===== config.mk =====
export PLATFORM = sky130hd
export DESIGN_NAME = lztd_ctrl
export DESIGN_NICKNAME = d
export VERILOG_FILES = /design/src/lztd_pkg.sv /design/src/lztd_ctrl.sv
export SDC_FILE = /design/constraint.sdc
export NUM_CORES = 1
export LEC_CHECK = 0
export BUFFER_PORTS_ARGS = -buffer_cell sky130_fd_sc_hd__clkbuf_2
export CAP_MARGIN = 0
export CELL_PAD_IN_SITES_DETAIL_PLACEMENT = 2
export CELL_PAD_IN_SITES_GLOBAL_PLACEMENT = 2
export CORE_MARGIN = 5
export CORE_UTILIZATION = 23
export CTS_BUF_LIST = sky130_fd_sc_hd__clkbuf_4
export CTS_CLUSTER_DIAMETER = 120
export DETAILED_ROUTE_END_ITERATION = 10
export PLACE_DENSITY = 0.83
export SYNTH_ARGS = -nofsm -noshare
export SYNTH_HDL_FRONTEND = slang
export SYNTH_SLANG_ARGS = --single-unit

===== constraint.sdc =====
create_clock -name clk -period 1.3 [get_ports clk]
set_input_delay 0.065 -clock clk [delete_from_list [all_inputs] [get_ports clk]]
set_output_delay 0.065 -clock clk [all_outputs]
set_load 0.02 [all_outputs]

===== src/lztd_pkg.sv =====
// ---------------------------------------------------------------------------
// lztd_pkg
// Shared types and constants for the LZ token history decoder.
// ---------------------------------------------------------------------------
package lztd_pkg;

  // request type codes
  localparam logic [2:0] REQ_LIT  = 3'd0;
  localparam logic [2:0] REQ_LEN  = 3'd1;
  localparam logic [2:0] REQ_EXT  = 3'd2;
  localparam logic [2:0] REQ_OFS  = 3'd3;
  localparam logic [2:0] REQ_CONT = 3'd4;

  // result status codes
  localparam logic [1:0] ST_OK    = 2'd0;
  localparam logic [1:0] ST_RANGE = 2'd1;
  localparam logic [1:0] ST_ZERO  = 2'd2;
  localparam logic [1:0] ST_ORDER = 2'd3;

  localparam logic [7:0] LEN_ESCAPE      = 8'd250;
  localparam logic [7:0] EXT_MORE        = 8'hFF;
  localparam int         MIN_MATCH       = 4;
  localparam int         LOW_OFFSET_BITS = 8;
  localparam int         HIST_AW         = 16;

  // what the captured item does in the current token phase
  typedef enum logic [2:0] {
    K_LIT,
    K_LEN,
    K_EXT,
    K_OFS_OK,
    K_OFS_ERR,
    K_CONT,
    K_BAD
  } kind_t;

  typedef struct packed {
    logic cap;         // capture the accepted item
    logic exec_len;    // open a match with a length code
    logic exec_ext;    // add an extension byte
    logic start_copy;  // size the next burst of a copy
    logic resp;        // emit a literal or an error result
    logic rd;          // read one history byte
    logic wr;          // write it back and emit it
  } lztd_cmd_t;

  typedef struct packed {
    kind_t kind;
    logic  burst_empty;
    logic  burst_last;
    logic  out_free;
  } lztd_stat_t;

endpackage


===== src/lztd_ctrl.sv =====
// ---------------------------------------------------------------------------
// lztd_ctrl
// Sequencer: takes one token, dispatches it and steps copies byte by byte.
// ---------------------------------------------------------------------------
module lztd_ctrl
  import lztd_pkg::*;
(
  input  logic       clk,
  input  logic       rst_n,
  input  logic       in_valid,
  output logic       in_ready,
  input  lztd_stat_t stat,
  output lztd_cmd_t  cmd
);

  typedef enum logic [2:0] {S_IDLE, S_EXEC, S_RESP, S_CP_RD, S_CP_WR} state_t;

  state_t state_r;
  logic   in_ready_r;

  always_ff @(posedge clk) begin
    if (!rst_n) begin
      state_r    <= S_IDLE;
      in_ready_r <= 1'b1;
    end else begin
      case (state_r)
        S_IDLE: begin
          if (in_valid && in_ready_r) begin
            state_r    <= S_EXEC;
            in_ready_r <= 1'b0;
          end
        end
        S_EXEC: begin
          case (stat.kind)
            K_LEN, K_EXT: begin
              state_r    <= S_IDLE;
              in_ready_r <= 1'b1;
            end
            K_OFS_OK, K_CONT: begin
              if (stat.burst_empty) begin
                state_r    <= S_IDLE;
                in_ready_r <= 1'b1;
              end else begin
                state_r <= S_CP_RD;
              end
            end
            default: state_r <= S_RESP;
          endcase
        end
        S_RESP: begin
          if (stat.out_free) begin
            state_r    <= S_IDLE;
            in_ready_r <= 1'b1;
          end
        end
        S_CP_RD: state_r <= S_CP_WR;
        S_CP_WR: begin
          if (stat.out_free) begin
            if (stat.burst_last) begin
              state_r    <= S_IDLE;
              in_ready_r <= 1'b1;
            end else begin
              state_r <= S_CP_RD;
            end
          end
        end
        default: begin
          state_r    <= S_IDLE;
          in_ready_r <= 1'b1;
        end
      endcase
    end
  end

  always_comb begin
    cmd            = '0;
    cmd.cap        = (state_r == S_IDLE) && in_valid && in_ready_r;
    cmd.exec_len   = (state_r == S_EXEC) && (stat.kind == K_LEN);
    cmd.exec_ext   = (state_r == S_EXEC) && (stat.kind == K_EXT);
    cmd.start_copy = (state_r == S_EXEC) && (stat.kind == K_OFS_OK || stat.kind == K_CONT);
    cmd.resp       = (state_r == S_RESP) && stat.out_free;
    cmd.rd         = (state_r == S_CP_RD);
    cmd.wr         = (state_r == S_CP_WR) && stat.out_free;
  end

  assign in_ready = in_ready_r;

endmodule


==> results.ini <==
[status]
status = finished, violations left
violations = setup timing

[power_and_ir_drop]
p_int_uw = 395
swShare = 0.319
seq_power_share = 0.265
p_comb_frac = 0.477
clkPwrFrac = 0.258
power.leakage_nw = 0.311
irDropWorstVdd_uv = 332
power_switching_uw = 185
p_per_area_nw_per_um2 = 925

[detailed_routing]
antenna_left = 0
routed_via_density = 5.19
drtIter0Drc = 0
route.detailed.drc = 0
via_count = 441
wl_per_cell_um = 16.1
totalWireLength_um = 1370
drtPass1Iterations = 1

[yosys]
avgSynthCellArea_um2 = 7.89
synth_area_um2 = 332
synthCells = 42
synth_top_area_share = 0.242
synth_warnings = 0
synth.distinct_cells = 23
synth-seq-cells = 4
seq_area_frac_synth = 0.242
synth.largest_area_cell = dfxtp_1
synth.area.top_cells = dfxtp_1 (24%), nor4b_1 (7.9%), and3b_2 (6.0%), and3_1 (5.7%), nand2_1 (5.7%)
postSynthNetCount = 51

[placed_design]
gp_congestion = 0.746
portBuffers = 16
place_inst = 78
place_area_um2 = 485
post-dp-hpwl_um = 1000

[cts]
cts_tree = done
clkTransAtPathRegs_ns = 0.04
htreeDepth = 1
clk_latency_ns = 0.23
cts.sinks = 4
cts_root_buffer = clkbuf_4
cts_buffers = 3
cts.path.max_buffers = 2

[floorplanning]
die_h_um = 48.0
die-width_um = 48.0
initial_core_util = 0.249
ios = 17
core_area_um2 = 1330
dieArea_um2 = 2300
rows = 13

[final_layout]
instances_no_fill = 85
finish.instance_area_um2 = 627
n_fill_cell = 144
utilization = 0.470
syn_to_final_growth_pct = 89.1
nNetsFinal = 81
diodes = 0
drive_above_1_share = 0.600

[sta]
slew_headroom = 0.765
setup-violations-final = 3
hold_violations = 0
slew_violations = 0
tightest_slew_ns = 0.347
worst_slack_ns = -0.0884
period_minus_slack_ns = 1.39
post-route-period-util = 1.07
rsz0062_at_grt = yes
timing.fmax_mhz = 720
fin_worst_skew_ns = 0.00160

[critical_path]
critPathLaunchType = flip-flop
worstPathRequired_ns = 1.24
crit_path_end_kind = primary output
crit_type = reg -> out
critical_path.max_fanout = 4
arrival_ns = 1.32

[global_route]
grt_max_degree = 8
grt_pass1_wl_um = 1830
grt_pass1_vias = 448
antenna_found_initial = 0
gr-total-overflow = 0
grt_usage = 0.121

[run]
maxCapViolCount = 0

[worst_hold_path]
hold_path_class = in -> reg

==> kinds of logic (layout without fill, tap and decap cells) <==
logic type	Yosys count	count (layout)	synth area share
and+or+nand+nor	26	26	0.502
AOI/OAI and AO/OA	9	9	0.196
DFF	4	4	0.242
buffers and inverters	2	30	0.0340
xor gates and xnor gates	1	1	0.0264
==> power by group through the flow <==
stage	Combinational, mW	Sequential (mW)	Clock, mW
3_3_place_gp	0.179	0.150	0
3_5_place_dp	0.183	0.151	0
5_1_grt	0.295	0.157	0.167
6_report	0.276	0.154	0.150
2_1_floorplan	0.0938	0.158	0
4_1_cts	0.225	0.155	0.156
==> repair_timing <==
item | CTS | global route
endpoints found under the setup margin | 7 | 8
pin swaps | 2 | 4
gates resized for setup | 15 | 12
buffers inserted | 1 | 3
hold buffers | 0 | 0
==> cells in the mapped netlist <==
cell type and n:
xor2_1 1, and3b_2 2, buf_4 1, and3_1 3
o211ai_1 1, and2b_1 2, o21ai_0 3, o31a_1 1
a22o_1 2, o221ai_1 1, nor3b_1 1, dfxtp_1 4
o21a_1 1, nand2b_1 1, and3b_1 2, nor2_1 3
nor2b_1 1, or2_1 1, nor3_1 1, and2_2 1
inv_1 1, nand2_1 5, nor4b_1 3
==> critical path, cell delays in order, from the launching register on <==
cell      delay [ns]
dfxtp_2         0.32
nand2b_4        0.14
or2_4           0.26
nor4b_4         0.20
buf_4           0.17
==> final cells by class <==
class | instances | area, um2 | share of cell area
multi-input cells | 36 | 298 | 0.475
inverters | 1 | 3.75 | 0.00599
clock buffers | 3 | 22.5 | 0.0359
repair buffers | 26 | 195 | 0.311
well taps | 15 | 18.8 | 0.0299
flip-flops and latches | 4 | 88.8 | 0.142
==> layout by cell type, fill, tap and decap left out, types with 3 or more instances in the layout <==
cell type / netlist / final
buf_4: 1 / 8
buf_6: 0 / 4
clkbuf_2: 0 / 11
clkbuf_4: 0 / 3
nand2_1: 5 / 5
o21ai_0: 3 / 3
==> registers in the layout, indices dropped and copies added, names as in the netlist <==
register,count
state_r,3
in_ready,1
==> per-layer routing <==
metal / share of wire / up-vias / global-route usage / wire [um]
met2: 0.53 / 17 / 0.235 / 728
li1: - / 211 / - / -
met3: 0.047 / 2 / 0.0376 / 65
met1: 0.41 / 211 / 0.114 / 561
met4: 0.010 / 0 / 0.0484 / 14
met5: 0 / - / 0 / 0
==> worst paths after layout <==
check	start	to	slack [ns]	depth (start not counted)
worst max-delay path	state_r[1]	cmd[5]	-0.09	4
worst min-delay path	rst_n	in_ready	0.09	2
worst max register to register	state_r[0]	state_r[1]	0.02	5
worst min register to register	in_ready	in_ready	0.55	2
==> per-stage QoR <==
step	power, mW	setup TNS [ns]	hold WS [ns]	setup slack [ns]
2_1_floorplan	0.251	-0.0130	0.154	-0.0130
3_3_place_gp	0.329	-0.0457	0.298	-0.0457
5_1_grt	0.618	-0.620	0.0978	-0.155
4_1_cts	0.535	-0.415	0.0746	-0.187
3_5_place_dp	0.334	-0.0704	0.314	-0.0662
6_report	0.580	-0.201	0.0902	-0.0884
Power figures use the tool's default switching activity.
